===== config.mk =====
export PLATFORM = sky130hd
export DESIGN_NAME = adsr_div_chain
export DESIGN_NICKNAME = d
export VERILOG_FILES = /design/src/hdl/adsr_div_cell.sv /design/src/hdl/adsr_div_chain.sv
export SDC_FILE = /design/constraint.sdc
export NUM_CORES = 2
export LEC_CHECK = 0
export BUFFER_PORTS_ARGS = -buffer_cell sky130_fd_sc_hd__buf_2
export CAP_MARGIN = 25
export CORE_ASPECT_RATIO = 1.25
export CORE_MARGIN = 1.5
export CORE_UTILIZATION = 39
export CTS_CLUSTER_SIZE = 20
export DETAILED_ROUTE_END_ITERATION = 6
export PLACE_DENSITY_LB_ADDON = 0.1
export RECOVER_POWER = 100
export REMOVE_ABC_BUFFERS = 1
export SLEW_MARGIN = 10
export SYNTH_ARGS = -nofsm -noshare
export SYNTH_HDL_FRONTEND = slang
export SYNTH_SLANG_ARGS = --single-unit
export TNS_END_PERCENT = 50

===== constraint.sdc =====
create_clock -name clk_i -period 8.16 [get_ports clk_i]
set_input_delay 1.224 -clock clk_i [delete_from_list [all_inputs] [get_ports clk_i]]
set_output_delay 1.224 -clock clk_i [all_outputs]
set_load 0.005 [all_outputs]

===== src/hdl/adsr_div_cell.sv =====
module adsr_div_cell #(
  parameter int unsigned DW = 24,
  parameter int unsigned QW = 17,
  parameter int unsigned SW = 8
) (
  input  logic          clk_i,
  input  logic          rst_ni,
  input  logic          valid_i,
  input  logic [DW-1:0] rem_i,
  input  logic [QW-1:0] nq_i,
  input  logic [DW-1:0] den_i,
  input  logic [SW-1:0] side_i,
  output logic          valid_o,
  output logic [DW-1:0] rem_o,
  output logic [QW-1:0] nq_o,
  output logic [DW-1:0] den_o,
  output logic [SW-1:0] side_o
);

  // one restoring step: bring in the next numerator bit, try the subtract
  logic [DW:0]   trial;
  logic [DW:0]   diff;
  logic          take;

  logic          valid_q;
  logic [DW-1:0] rem_q;
  logic [QW-1:0] nq_q;
  logic [DW-1:0] den_q;
  logic [SW-1:0] side_q;

  assign trial = {rem_i, nq_i[QW-1]};
  assign diff  = trial - {1'b0, den_i};
  assign take  = trial >= {1'b0, den_i};

  always_ff @(posedge clk_i or negedge rst_ni) begin
    if (!rst_ni) begin
      valid_q <= 1'b0;
    end else begin
      valid_q <= valid_i;
    end
  end

  always_ff @(posedge clk_i) begin
    rem_q  <= take ? diff[DW-1:0] : trial[DW-1:0];
    nq_q   <= {nq_i[QW-2:0], take};
    den_q  <= den_i;
    side_q <= side_i;
  end

  assign valid_o = valid_q;
  assign rem_o   = rem_q;
  assign nq_o    = nq_q;
  assign den_o   = den_q;
  assign side_o  = side_q;

endmodule


===== src/hdl/adsr_div_chain.sv =====
module adsr_div_chain #(
  parameter int unsigned DW = 24,
  parameter int unsigned QW = 17,
  parameter int unsigned SW = 8
) (
  input  logic          clk_i,
  input  logic          rst_ni,
  input  logic          valid_i,
  input  logic [DW-1:0] rem_i,
  input  logic [QW-1:0] num_i,
  input  logic [DW-1:0] den_i,
  input  logic [SW-1:0] side_i,
  output logic          valid_o,
  output logic [QW-1:0] quo_o,
  output logic [SW-1:0] side_o
);

  // one cell per quotient bit; numerator bits leave the top of nq as
  // quotient bits enter at the bottom
  logic          valid_w [QW+1];
  logic [DW-1:0] rem_w   [QW+1];
  logic [QW-1:0] nq_w    [QW+1];
  logic [DW-1:0] den_w   [QW+1];
  logic [SW-1:0] side_w  [QW+1];

  assign valid_w[0] = valid_i;
  assign rem_w[0]   = rem_i;
  assign nq_w[0]    = num_i;
  assign den_w[0]   = den_i;
  assign side_w[0]  = side_i;

  for (genvar i = 0; i < QW; i++) begin : g_cell
    adsr_div_cell #(
      .DW(DW),
      .QW(QW),
      .SW(SW)
    ) u_cell (
      .clk_i  (clk_i),
      .rst_ni (rst_ni),
      .valid_i(valid_w[i]),
      .rem_i  (rem_w[i]),
      .nq_i   (nq_w[i]),
      .den_i  (den_w[i]),
      .side_i (side_w[i]),
      .valid_o(valid_w[i+1]),
      .rem_o  (rem_w[i+1]),
      .nq_o   (nq_w[i+1]),
      .den_o  (den_w[i+1]),
      .side_o (side_w[i+1])
    );
  end

  assign valid_o = valid_w[QW];
  assign quo_o   = nq_w[QW];
  assign side_o  = side_w[QW];

endmodule


==> impl_results.md <==
* Die width at 319 µm
* Mean Syn Cell Area at 10.3 µm²
* Critical path arrival at 5.79 ns
* Crit-path max cell delay at 1.28 ns
* Maximum vdd drop at 0.185 mV
* Setup_tns at 0 ns
* Synth warn at 0
* Worst-path cell chain: inv_1, ha_1, nand2b_1, a21oi_1, a211oi_1, a211oi_1, o21a_1, a21oi_1, o21ai_0, a211oi_4, clkbuf_1, inv_1, mux2_2
* Syn Inst Count at 4720
* FF+latch count, synth at 1210
* Layout Nets at 5402
* Final cell count without fillers at 6615
* Post-placement cell area at 51000 µm²
* Met2 Use GR at 0.376
* HP Class: reg2reg
* RSZ-0062 raised after global routing: false
* Antenna Diode Count at 0
* Final ANT Viol Nets at 0
* CTS Hold Bufs at 0
* Core area at 123000 µm²
* CTS tree: done
* Normalized max-slew margin at -0.272
* Most Crowded Layer GR: met2
* WL final at 111000 µm
* Unique masters post-synth at 90
* Gp weighted congestion at 0.941
* Worst-Margin Slew at 1.91 ns
* Clk_skew at 0.0225 ns
* Clk slew on worst S/H paths at 0.06 ns
* I/O pins at 102
* Routed len/inst at 16.7 µm
* DR pass1 iterations at 5
* Die ar. at 127000 µm²
* Vias in the first global route at 33.8k
* IO Port Bufs at 101
* Setup Buffers After CTS at 0
* Buf/Inv on CP at 3
* Via count at 32.4k
* Count leader, synth: dfxtp_1
* Initial DRC Count at 1033
* Status: complete, but fails checks
* Layout filler cell count at 11.7k
* H-tree level count at 4
* Crit start category: flip-flop
* Period minus WS final at 5.17 ns
* Grt met3 use at 0.0272
* Initial antenna violation count at 0
* Vias/cell at 4.90
* Slowest cell on crit path: clkbuf_1
* # resized after CTS at 0
* Crit path kind: reg2reg
* Post-synth top area share at 0.491
* Grt total ovfl at 0
* Failing checks: max-capacitance violations, max-slew violations
* Gr usage total at 0.174
* Critical Path RT at 8.78 ns
* Area Overhead vs Synth at 14.1%
* Worst-path maximum fanout at 43
* CP endpoint kind: flip-flop
* Final setup fails at 0
* Row cnt at 144
* Final worst path period share at 0.634
* HPWL after DPL at 88000 µm
* EDFF count, synth at 0
* First-pass GRT wire length at 172000 µm
* Clock sink total at 1210
* Longest Clk Path Bufs at 3
* CP top delay family: compound AO/OA/AOI/OAI gates
* Synth Cell Area at 48600 µm²
* Fin. Hold Viols at 0
* Leakage dissipation at 0.0253 µW
* Chip height at 398 µm
* Share of cells above drive strength 1 at 0.108
* Clock Latency Late Sink at 0.75 ns
* CTS root buffer: clkbuf_16
* Leading area contributor after synthesis: dfxtp_1
* Fmax at 193 MHz
* Global Route met1 Usage at 0.131
* DP Cell Count at 6374
* PD cells at 455 nW/µm²
* Cell area after layout at 55500 µm²
* Asr flop ratio synth at 0.0140
* Commonest cells post-synth: dfxtp_1, inv_1, ha_1
* Drt drc at 0
* Max-Cap Viols at 13
* Sequential area share after synthesis at 0.500
* Number of CTS-inserted buffers at 132
* Worst hold slack at 0.316 ns
* Starting density of the core at 0.394
* Synth area leaders: dfxtp_1, ha_1, mux2_2
* Primary FF master, synth: dfxtp_1
* Pin count of the biggest net entering global routing at 49
* Final Max Slew Viols at 450
## layer usage
layer / vias up / share of wire
li1: 16600 / -
met1: 15000 / 0.31
met2: 516 / 0.59
met3: 315 / 0.026
met4: 0 / 0.072
met5: - / 0
## layout make-up
| class | instances | area (µm²) | area share |
|---|---|---|---|
| Sequential cell | 1210 | 24300 | 0.438 |
| Multi-Input combinational cell | 2936 | 22100 | 0.398 |
| Clock buffer | 191 | 3970 | 0.0716 |
| Tap cell | 1606 | 2010 | 0.0362 |
| Inverter | 504 | 1890 | 0.0341 |
| Clock inverter | 50 | 679 | 0.0122 |
| Timing Repair Buffer | 118 | 544 | 0.00981 |
## through the flow
step | utilization | worst slack [ns] | power (µW)
3_5_place_dp | 0.413 | 3.52 | 19300
4_1_cts | 0.451 | 4.09 | 25700
3_3_place_gp | 0.413 | 3.44 | 19300
2_1_floorplan | - | 3.13 | 16500
6_report | 0.450 | 2.99 | 25300
5_1_grt | 0.450 | 2.49 | 27100
## state kept, by name, summed over array words and instances (netlist names)
signal,count
g_cell.u_cell.side_o,136
g_cell.u_cell.den_o,384
g_cell.u_cell.rem_o,384
g_cell.u_cell.nq_o,289
g_cell.u_cell.valid_o,17
## layout by cell type (no fill, tap or decap), types with 70 or more instances in the layout
master / Yosys / layout
mux2_2: 221 / 211
o21ai_0: 255 / 264
inv_1: 503 / 504
dfxtp_1: 1193 / 1193
nand3_1: 70 / 70
ha_1: 408 / 408
nand2_1: 241 / 241
clkbuf_16: 0 / 137
nor2_1: 232 / 232
buf_2: 20 / 75
xor2_1: 106 / 106
a21oi_1: 321 / 322
a21o_1: 153 / 153
xnor2_1: 205 / 205
## where the power goes
part | switching (µW) | internal, µW
combinational | 5790 | 5000
clock | 2390 | 3810
sequential | 740 | 7540
total | 8910 | 16300
## path summary, 6_finish.rpt
path / start / to / slack (ns) / cells past startpoint
hold / removal: g_cell[5].u_cell.nq_o[7] / g_cell[6].u_cell.nq_o[8] / 0.32 / 0
min in group asynchronous: rst_ni / g_cell[0].u_cell.valid_o / 0.59 / 1
max in group asynchronous: rst_ni / g_cell[15].u_cell.valid_o / 7.03 / 1
setup / recovery: g_cell[2].u_cell.den_o[1] / g_cell[3].u_cell.rem_o[19] / 2.99 / 13
setup reg to reg: g_cell[2].u_cell.den_o[1] / g_cell[3].u_cell.rem_o[19] / 2.99 / 13
hold reg to reg: g_cell[5].u_cell.nq_o[7] / g_cell[6].u_cell.nq_o[8] / 0.32 / 0
## logic make-up (layout without fill, tap and decap cells)
| family | count (synthesis) | after routing | share of synthesized area |
|---|---|---|---|
| DFF | 1210 | 1210 | 0.500 |
| AOI/OAI and AO/OA | 1083 | 1083 | 0.142 |
| and+or+nand+nor | 856 | 856 | 0.0844 |
| buffers and inverters | 574 | 863 | 0.0457 |
| adders and majority gates | 424 | 424 | 0.112 |
| xor gates and xnor gates | 311 | 311 | 0.0560 |
| muxes | 262 | 262 | 0.0608 |
Power figures use the tool's default switching activity.
